File: src/hw/rtl/pbrd_pkg.sv
// ----------------------------------------------------------------------------
// pbrd_pkg
// Shared types, constants and width decode helpers of the patched-base decoder.
// ----------------------------------------------------------------------------
package pbrd_pkg;

	localparam int MAX_RUN_DEF     = 512;
	localparam int MAX_PATCHES_DEF = 32;

	typedef struct packed {
		logic hdr_shift;
		logic base_shift;
		logic load_byte;
		logic bit_step;
		logic pat_sel;
		logic emit_init;
		logic emit_out;
		logic seek_step;
		logic err_out;
		logic start_run;
	} pbrd_cmd_t;

	typedef struct packed {
		logic hdr_last;
		logic hdr_bad;
		logic base_last;
		logic all_done;
		logic byte_end;
		logic emit_last;
		logic patched;
		logic seek_done;
		logic out_busy;
	} pbrd_stat_t;

	function automatic logic [6:0] width_code(input logic [4:0] c);
		logic [6:0] w;
		case (c)
			5'd24:   w = 7'd26;
			5'd25:   w = 7'd28;
			5'd26:   w = 7'd30;
			5'd27:   w = 7'd32;
			5'd28:   w = 7'd40;
			5'd29:   w = 7'd48;
			5'd30:   w = 7'd56;
			5'd31:   w = 7'd64;
			default: w = {2'b00, c} + 7'd1;
		endcase
		return w;
	endfunction

	function automatic logic [6:0] fixed_width(input logic [6:0] n);
		logic [6:0] w;
		if (n == 7'd0)       w = 7'd1;
		else if (n <= 7'd24) w = n;
		else if (n <= 7'd26) w = 7'd26;
		else if (n <= 7'd28) w = 7'd28;
		else if (n <= 7'd30) w = 7'd30;
		else if (n <= 7'd32) w = 7'd32;
		else if (n <= 7'd40) w = 7'd40;
		else if (n <= 7'd48) w = 7'd48;
		else if (n <= 7'd56) w = 7'd56;
		else                 w = 7'd64;
		return w;
	endfunction

endpackage

File: src/hw/rtl/pbrd_ctrl.sv
// ----------------------------------------------------------------------------
// pbrd_ctrl
// Run phase and step sequencer of the patched-base decoder.
// ----------------------------------------------------------------------------
module pbrd_ctrl
	import pbrd_pkg::*;
(
	input  logic       clk,
	input  logic       arst_n,
	input  logic       in_valid,
	input  logic       in_kind,
	output logic       in_ready,
	input  pbrd_stat_t st,
	output pbrd_cmd_t  cmd
);

	localparam logic [2:0] PH_HDR  = 3'd0;
	localparam logic [2:0] PH_BASE = 3'd1;
	localparam logic [2:0] PH_VALS = 3'd2;
	localparam logic [2:0] PH_PAT  = 3'd3;
	localparam logic [2:0] PH_EMIT = 3'd4;
	localparam logic [2:0] PH_ERR  = 3'd5;

	localparam logic [1:0] S_IDLE = 2'd0;
	localparam logic [1:0] S_BITS = 2'd1;
	localparam logic [1:0] S_OUT  = 2'd2;
	localparam logic [1:0] S_SEEK = 2'd3;

	logic [2:0] phase_q, phase_n;
	logic [1:0] step_q, step_n;
	logic       fire;

	assign in_ready = (step_q == S_IDLE) && !st.out_busy;
	assign fire     = in_valid && in_ready;

	always_comb begin
		cmd     = '0;
		phase_n = phase_q;
		step_n  = step_q;
		case (step_q)
			S_IDLE: begin
				if (fire && !in_kind) begin
					case (phase_q)
						PH_HDR: begin
							cmd.hdr_shift = 1'b1;
							if (st.hdr_last)
								phase_n = st.hdr_bad ? PH_ERR : PH_BASE;
						end
						PH_BASE: begin
							cmd.base_shift = 1'b1;
							if (st.base_last)
								phase_n = PH_VALS;
						end
						PH_VALS, PH_PAT: begin
							cmd.load_byte = 1'b1;
							step_n = S_BITS;
						end
						default: ;
					endcase
				end else if (fire && in_kind) begin
					if (phase_q == PH_ERR) begin
						cmd.err_out   = 1'b1;
						cmd.start_run = 1'b1;
						phase_n = PH_HDR;
					end else if (phase_q == PH_EMIT) begin
						step_n = S_OUT;
					end
				end
			end
			S_BITS: begin
				cmd.bit_step = 1'b1;
				cmd.pat_sel  = (phase_q == PH_PAT);
				if (st.all_done) begin
					if (phase_q == PH_PAT) begin
						phase_n = PH_EMIT;
						cmd.emit_init = 1'b1;
						step_n = S_SEEK;
					end else begin
						phase_n = PH_PAT;
						step_n = S_IDLE;
					end
				end else if (st.byte_end) begin
					step_n = S_IDLE;
				end
			end
			S_OUT: begin
				cmd.emit_out = 1'b1;
				if (st.emit_last) begin
					cmd.start_run = 1'b1;
					phase_n = PH_HDR;
					step_n = S_IDLE;
				end else begin
					step_n = st.patched ? S_SEEK : S_IDLE;
				end
			end
			S_SEEK: begin
				cmd.seek_step = 1'b1;
				if (st.seek_done)
					step_n = S_IDLE;
			end
			default: step_n = S_IDLE;
		endcase
	end

	always_ff @(posedge clk or negedge arst_n) begin
		if (!arst_n) begin
			phase_q <= PH_HDR;
			step_q  <= S_IDLE;
		end else begin
			phase_q <= phase_n;
			step_q  <= step_n;
		end
	end

endmodule

File: config.mk
export PLATFORM = sky130hd
export DESIGN_NAME = pbrd_ctrl
export DESIGN_NICKNAME = d
export VERILOG_FILES = /design/src/hw/rtl/pbrd_pkg.sv /design/src/hw/rtl/pbrd_ctrl.sv
export SDC_FILE = /design/constraint.sdc
export NUM_CORES = 1
export LEC_CHECK = 0
export ABC_AREA = 1
export BUFFER_PORTS_ARGS = -buffer_cell sky130_fd_sc_hd__clkbuf_2
export CAP_MARGIN = 5
export CORE_MARGIN = 10
export CORE_UTILIZATION = 36
export CTS_BUF_LIST = sky130_fd_sc_hd__clkbuf_4 sky130_fd_sc_hd__clkbuf_8 sky130_fd_sc_hd__clkbuf_16
export CTS_CLUSTER_DIAMETER = 30
export DETAILED_ROUTE_END_ITERATION = 16
export GPL_ROUTABILITY_DRIVEN = 0
export GPL_TIMING_DRIVEN = 0
export HOLD_SLACK_MARGIN = 0.1
export MAX_ROUTING_LAYER = met4
export PLACE_DENSITY = 0.65
export SYNTH_ARGS = -nofsm -noshare
export SYNTH_HDL_FRONTEND = slang
export SYNTH_SLANG_ARGS = --single-unit
File: constraint.sdc
create_clock -name clk -period 1.9 [get_ports clk]
set_clock_uncertainty 0.05 [all_clocks]
set_input_delay 0.095 -clock clk [delete_from_list [all_inputs] [get_ports clk]]
set_output_delay 0.095 -clock clk [all_outputs]
set_load 0.02 [all_outputs]
==> out/results.ini, run 1 <==
[yosys]
syn_area_per_cell_um2=6.21
yosysMostFrequentCell=nand2_1
synth_area_leaders=dfrtp_1 (20%), nand2_1 (16%), inv_1 (11%)
ys.flop_type=dfrtp_1
synth_area_leader_cell=dfrtp_1
synth_edf_count=0
yosys-top-cells-count=nand2_1 (27), inv_1 (18), nand3_1 (13)
synth_warnings=0
async_flop_share=1.00
yosys.cell_types.count=18
syn-instance-count=101
synth_seq_cells=5
syn_area_um2=627
ys_seq_area_frac=0.200
syn-num-nets=119
synth_top_area_share=0.200

[worst_setup_path]
worstPathMaxFanout=6
critPathCapture=cmd[7]
critPathRequiredTime_ns=1.75
reg2reg_from=step_q[0]
crit_family=simple AND/OR/NAND/NOR gates
r2r_end=step_q[0]
cp.depth=5
endpoint_kind=output port
cp.arrival_ns=1.66
crit_type=flip-flop to output port
cp.buffers_inverters=2
reg2reg_slack_ns=0.24
slowest_stage=dfrtp_1
crit_path_max_incr_delay_ns=0.41
startpoint=step_q[0]
cp-start-kind=flip-flop
path_cells=inv_1, ha_4, nand4_1, nor3_1, clkbuf_2
reg2reg_depth=10

[timing]
final_max_slew_viol_count=0
fin_crit_sh=0.949
fmax_ghz=0.555
worst_pin_slew_ns=0.228
finalCriticalPeriod_ns=1.80
fin_setup_tns_ns=0
timing.hold.ws_ns=0.150
hold_viol=0
setup_violations=0
slew_headroom=0.847
rsz0062_at_grt=no

[detailed_routing]
antenna_left=0
drt_wl_total_um=1640
drcViolationCount=0
routedWlPerCell_um=11.0
vias=714
drtIter0Drc=14
via_per_inst=4.79
dr.pass1.iters=4

[global_route]
track_usage=0.0890
grt_pass1_vias=618
grt_pass1_wl_um=2500
antenna_found_initial=0
grt_overflow_total=0
grt_max_degree=9

[floorplanning]
die_y_um=61.7
core_um2=1690
placementRows=15
floorplan.die_area_um2=3810
die_w_um=61.7
initial_core_util=0.371
pin_count=24

[run_status]
status=completed

[clock_tree]
cts_made_buffers=3
root_buffer=clkbuf_4
clk-insertion-delay-late_ns=0.23
h-tree-depth=1
cts_sinks=5
cts_buffer_depth=2
cts_tree=built
clk_pin_slew_ns=0.04

[pwr]
power.internal_uw=545
seqPwrFrac=0.172
power_leakage_uw=0.000505
power_density_nw_per_um2=1360
power_frac_comb=0.714
p_sw_uw=598
ir_drop_mv=0.913
clockPowerShare=0.114
netSwitchingFraction=0.523

[place]
dp.cells=141
portBuffers=23
dp_hpwl_um=1410

[layout]
drive_above_1_share=0.341
nNetsFinal=151
final_cells=149
n_antenna_cell=0
syn_to_final_growth_pct=33.7

[hold_path]
holdCritPathClass=input pin to async pin

[flow_run]
drv_cap=0

[stage by stage]
step	area (um^2)	worst slack [ns]	power [uW]	utilization
final	838	0.0976	1140	0.496
after global placement	763	0.192	953	0.452
after CTS	803	0.00568	1110	0.476
after global routing	838	0.0158	1280	0.496
after floorplan	627	0.116	794	-
after detailed placement	763	0.168	965	0.452
[how the worst min path moves through the flow]
stage                            end  slack [ns]  depth (start not counted)
final                     phase_q[1]        0.15                          2
after global routing      phase_q[1]        0.17                          2
after CTS                 phase_q[1]        0.14                          2
after detailed placement  phase_q[1]       -0.14                          1
after global placement    phase_q[1]       -0.14                          1
after floorplan           phase_q[0]       -0.25                          0
[cell families after synthesis]
group	Yosys count	share of synthesized area
AOI/OAI and AO/OA	8	0.0758
adders and majority gates	5	0.0998
and+or+nand+nor	62	0.499
buffers and inverters	21	0.126
DFF	5	0.200
[area by class of cell]
cell class	count	area [um^2]
Fill cell	188	851
Multi-Input combinational cell	75	435
Timing Repair Buffer	27	148
Sequential cell	5	125
Inverter	21	78.8
Clock buffer	4	30.0
Tap cell	17	21.3
[cells in the final DEF (no fill, tap or decap)]
cell	synthesis	final
dlygate4sd3_1	0	1
clkbuf_2	0	23
nand3_1	13	13
inv_2	3	3
nor2_1	7	7
nand2_2	2	2
o21bai_1	3	3
a21oi_1	1	1
o21ai_1	2	3
or2_2	1	1
clkbuf_4	0	4
ha_4	0	1
o21ai_0	2	1
dfrtp_1	5	5
nor2_2	1	1
ha_1	5	4
buf_4	0	3
nand4_1	2	2
inv_1	18	18
nand2_1	27	27
nor3_1	2	2
nor2_4	2	2
nand3_2	5	5
[power groups by stage]
stage / registers (uW) / logic, uW / clock network, uW
after floorplan: 187 / 607 / 0
after global placement: 197 / 756 / 0
after detailed placement: 198 / 767 / 0
after CTS: 196 / 771 / 139
after global routing: 206 / 931 / 142
final: 197 / 816 / 131
[routing by layer]
layer,vias up,track usage,part of all wire
li1,379,-,-
met1,315,0.0932,0.42
met2,20,0.152,0.49
met3,0,0.0264,0.089
met4,0,0.0382,0
met5,-,-,0
[sequential cells by signal, summed over array words and instances (netlist names)]
signal and flops:
phase_q 3, step_q 2
[what timing repair did]
item	in CTS	in global routing
endpoints found under the setup margin	0	8
hold buffers	1	0
buffers inserted	0	3
endpoints found under the hold margin	5	0
resized for setup	0	2
No activity file was read; power rests on OpenSTA's default activity.
==> run 2: changes to the inputs <==
- CORE_UTILIZATION: 36 -> 40
- PLACE_DENSITY: 0.65 -> 0.7
==> out/results.ini, run 2 (same netlist as run 1, synthesis figures left out) <==
[run_status]
status=completed  ; unchanged

[place]
dp_hpwl_um=1440  ; was 1410 um
place_ws_ns=0.136  ; was 0.168 ns
dpl_cell_area_um2=762  ; was 763 um^2
portBuffers=23  ; unchanged

[timing]
final_max_slew_viol_count=0  ; unchanged
rsz0062_at_grt=no  ; unchanged
hold_viol=0  ; unchanged
setup_slack_ns=0.173  ; was 0.0976 ns
setup_violations=0  ; unchanged
fin_crit_sh=0.909  ; was 0.949
slew_headroom=0.848  ; was 0.847
worst_pin_slew_ns=0.227  ; was 0.228 ns
fin_setup_tns_ns=0  ; unchanged
finalCriticalPeriod_ns=1.73  ; was 1.80 ns
fmax_ghz=0.579  ; was 0.555 GHz

[detailed_routing]
antenna_left=0  ; unchanged
drtIter0Drc=13  ; was 14
drcViolationCount=0  ; unchanged
dr.pass1.iters=4  ; unchanged
routedWlPerCell_um=11.2  ; was 11.0 um
via_per_inst=4.84  ; was 4.79
vias=707  ; was 714
drt_wl_total_um=1630  ; was 1640 um

[layout]
nNetsFinal=149  ; was 151
top_register=phase_q  ; unchanged
mostFrequentLayoutCells=nand2_1 (27), clkbuf_2 (23), inv_1 (16), nand3_1 (13), nor2_1 (7)  ; was nand2_1 (27), clkbuf_2 (23), inv_1 (18), nand3_1 (13), nor2_1 (7)
reg_top3=phase_q (3), step_q (2)  ; unchanged
final_common_cell=nand2_1  ; unchanged
syn_to_final_growth_pct=31.9  ; was 33.7%
largest_reg_flops=3  ; unchanged
register_area_um2=125  ; unchanged
fill_cells=152  ; was 188
drive_above_1_share=0.354  ; was 0.341
n_antenna_cell=0  ; unchanged
multiInputGateArea_um2=440  ; was 435 um^2
fin_area_um2=827  ; was 838 um^2

[floorplanning]
placementRows=14  ; was 15
die_y_um=59.6  ; was 61.7 um
core_um2=1490  ; was 1690 um^2
initial_core_util=0.421  ; was 0.371
floorplan.die_area_um2=3550  ; was 3810 um^2
pin_count=24  ; unchanged
die_w_um=59.6  ; was 61.7 um

[global_route]
grt_pass1_vias=671  ; was 618
antenna_found_initial=0  ; unchanged
track_usage=0.0961  ; was 0.0890
grt_max_degree=9  ; unchanged
grt_pass1_wl_um=2700  ; was 2500 um
grt_overflow_total=0  ; unchanged

[hold_path]
holdCritPathClass=input pin to async pin  ; unchanged

[worst_setup_path]
cp.arrival_ns=1.58  ; was 1.66 ns
endpoint_kind=output port  ; unchanged
crit_type=flip-flop to output port  ; unchanged
cp-start-kind=flip-flop  ; unchanged
critPathRequiredTime_ns=1.75  ; about the same
worstPathMaxFanout=8  ; was 6

[clock_tree]
h-tree-depth=1  ; unchanged
clk_pin_slew_ns=0.04  ; about the same
clk-insertion-delay-late_ns=0.23  ; about the same
cts_buffer_depth=2  ; unchanged
cts_tree=built  ; unchanged
cts_made_buffers=3  ; unchanged
root_buffer=clkbuf_4  ; unchanged
cts_sinks=5  ; unchanged

[flow_run]
drv_cap=0  ; unchanged

[pwr]
power_density_nw_per_um2=1400  ; was 1360 nW/um^2
power_leakage_uw=0.000495  ; was 0.000505 uW
ir_drop_mv=0.849  ; was 0.913 mV

==> run 2: cell count changes in the layout (fill, tap and decap cells not counted), sizes merged <==
cell,delta
buf,-2
==> run 2: worst paths after layout <==
kind	start	endpoint	slack, ns	cells past startpoint
min in group clk	st[7]	phase_q[2]	0.20	5
setup reg to reg	step_q[0]	phase_q[0]	0.30	7
max in group asynchronous	arst_n	phase_q[2]	1.50	2
hold reg to reg	step_q[1]	step_q[1]	0.51	2
hold / removal	arst_n	step_q[0]	0.16	2
setup / recovery	step_q[0]	cmd[8]	0.17	7
==> run 2: area by class of cell <==
| cell class | count | share of cell area |
|---|---|---|
| Clock buffer | 4 | 0.0363 |
| Inverter | 21 | 0.0953 |
| Multi-Input combinational cell | 75 | 0.533 |
| Tap cell | 16 | 0.0242 |
| Sequential cell | 5 | 0.151 |
| Timing Repair Buffer | 25 | 0.160 |
==> run 2: per-layer routing <==
| metal | routed length, um | track usage | share of wire | vias up |
|---|---|---|---|---|
| met5 | 0 | - | 0 | - |
| met4 | 0 | 0.0321 | 0 | 0 |
| met3 | 101 | 0.0258 | 0.062 | 0 |
| met2 | 874 | 0.180 | 0.53 | 17 |
| met1 | 658 | 0.0918 | 0.40 | 315 |
| li1 | - | - | - | 375 |
==> run 2: what timing repair did <==
action                                  CTS  global route
resized for setup                         1             4
endpoints found under the setup margin    3             5
endpoints found under the hold margin     5             0
pin swaps                                 1             1
gates cloned                              0             0
buffers inserted                          0             1
hold buffers                              1             0
==> run 2: worst max-delay path, cell delays in order (launching register included) <==
cell	delay, ns
dfrtp_1	0.41
inv_2	0.12
ha_4	0.17
nand3_2	0.10
nor2_4	0.21
nand2_1	0.11
inv_1	0.06
clkbuf_2	0.16
==> run 2: where the power goes <==
part	total [uW]	internal, uW	switching [uW]	leakage, uW
Sequential	202	150	52.2	0.0000674
Clock	130	93.2	36.5	0.0000184
Combinational	824	299	526	0.000409
==> run 2: metrics by stage <==
stage	std cells	utilization	hold slack, ns	total power [uW]
after global routing	146	0.555	0.164	1290
final	146	0.555	0.165	1160
after floorplan	101	-	-0.251	794
after global placement	140	0.512	-0.141	949
after detailed placement	140	0.512	-0.136	975
after CTS	145	0.540	0.150	1120
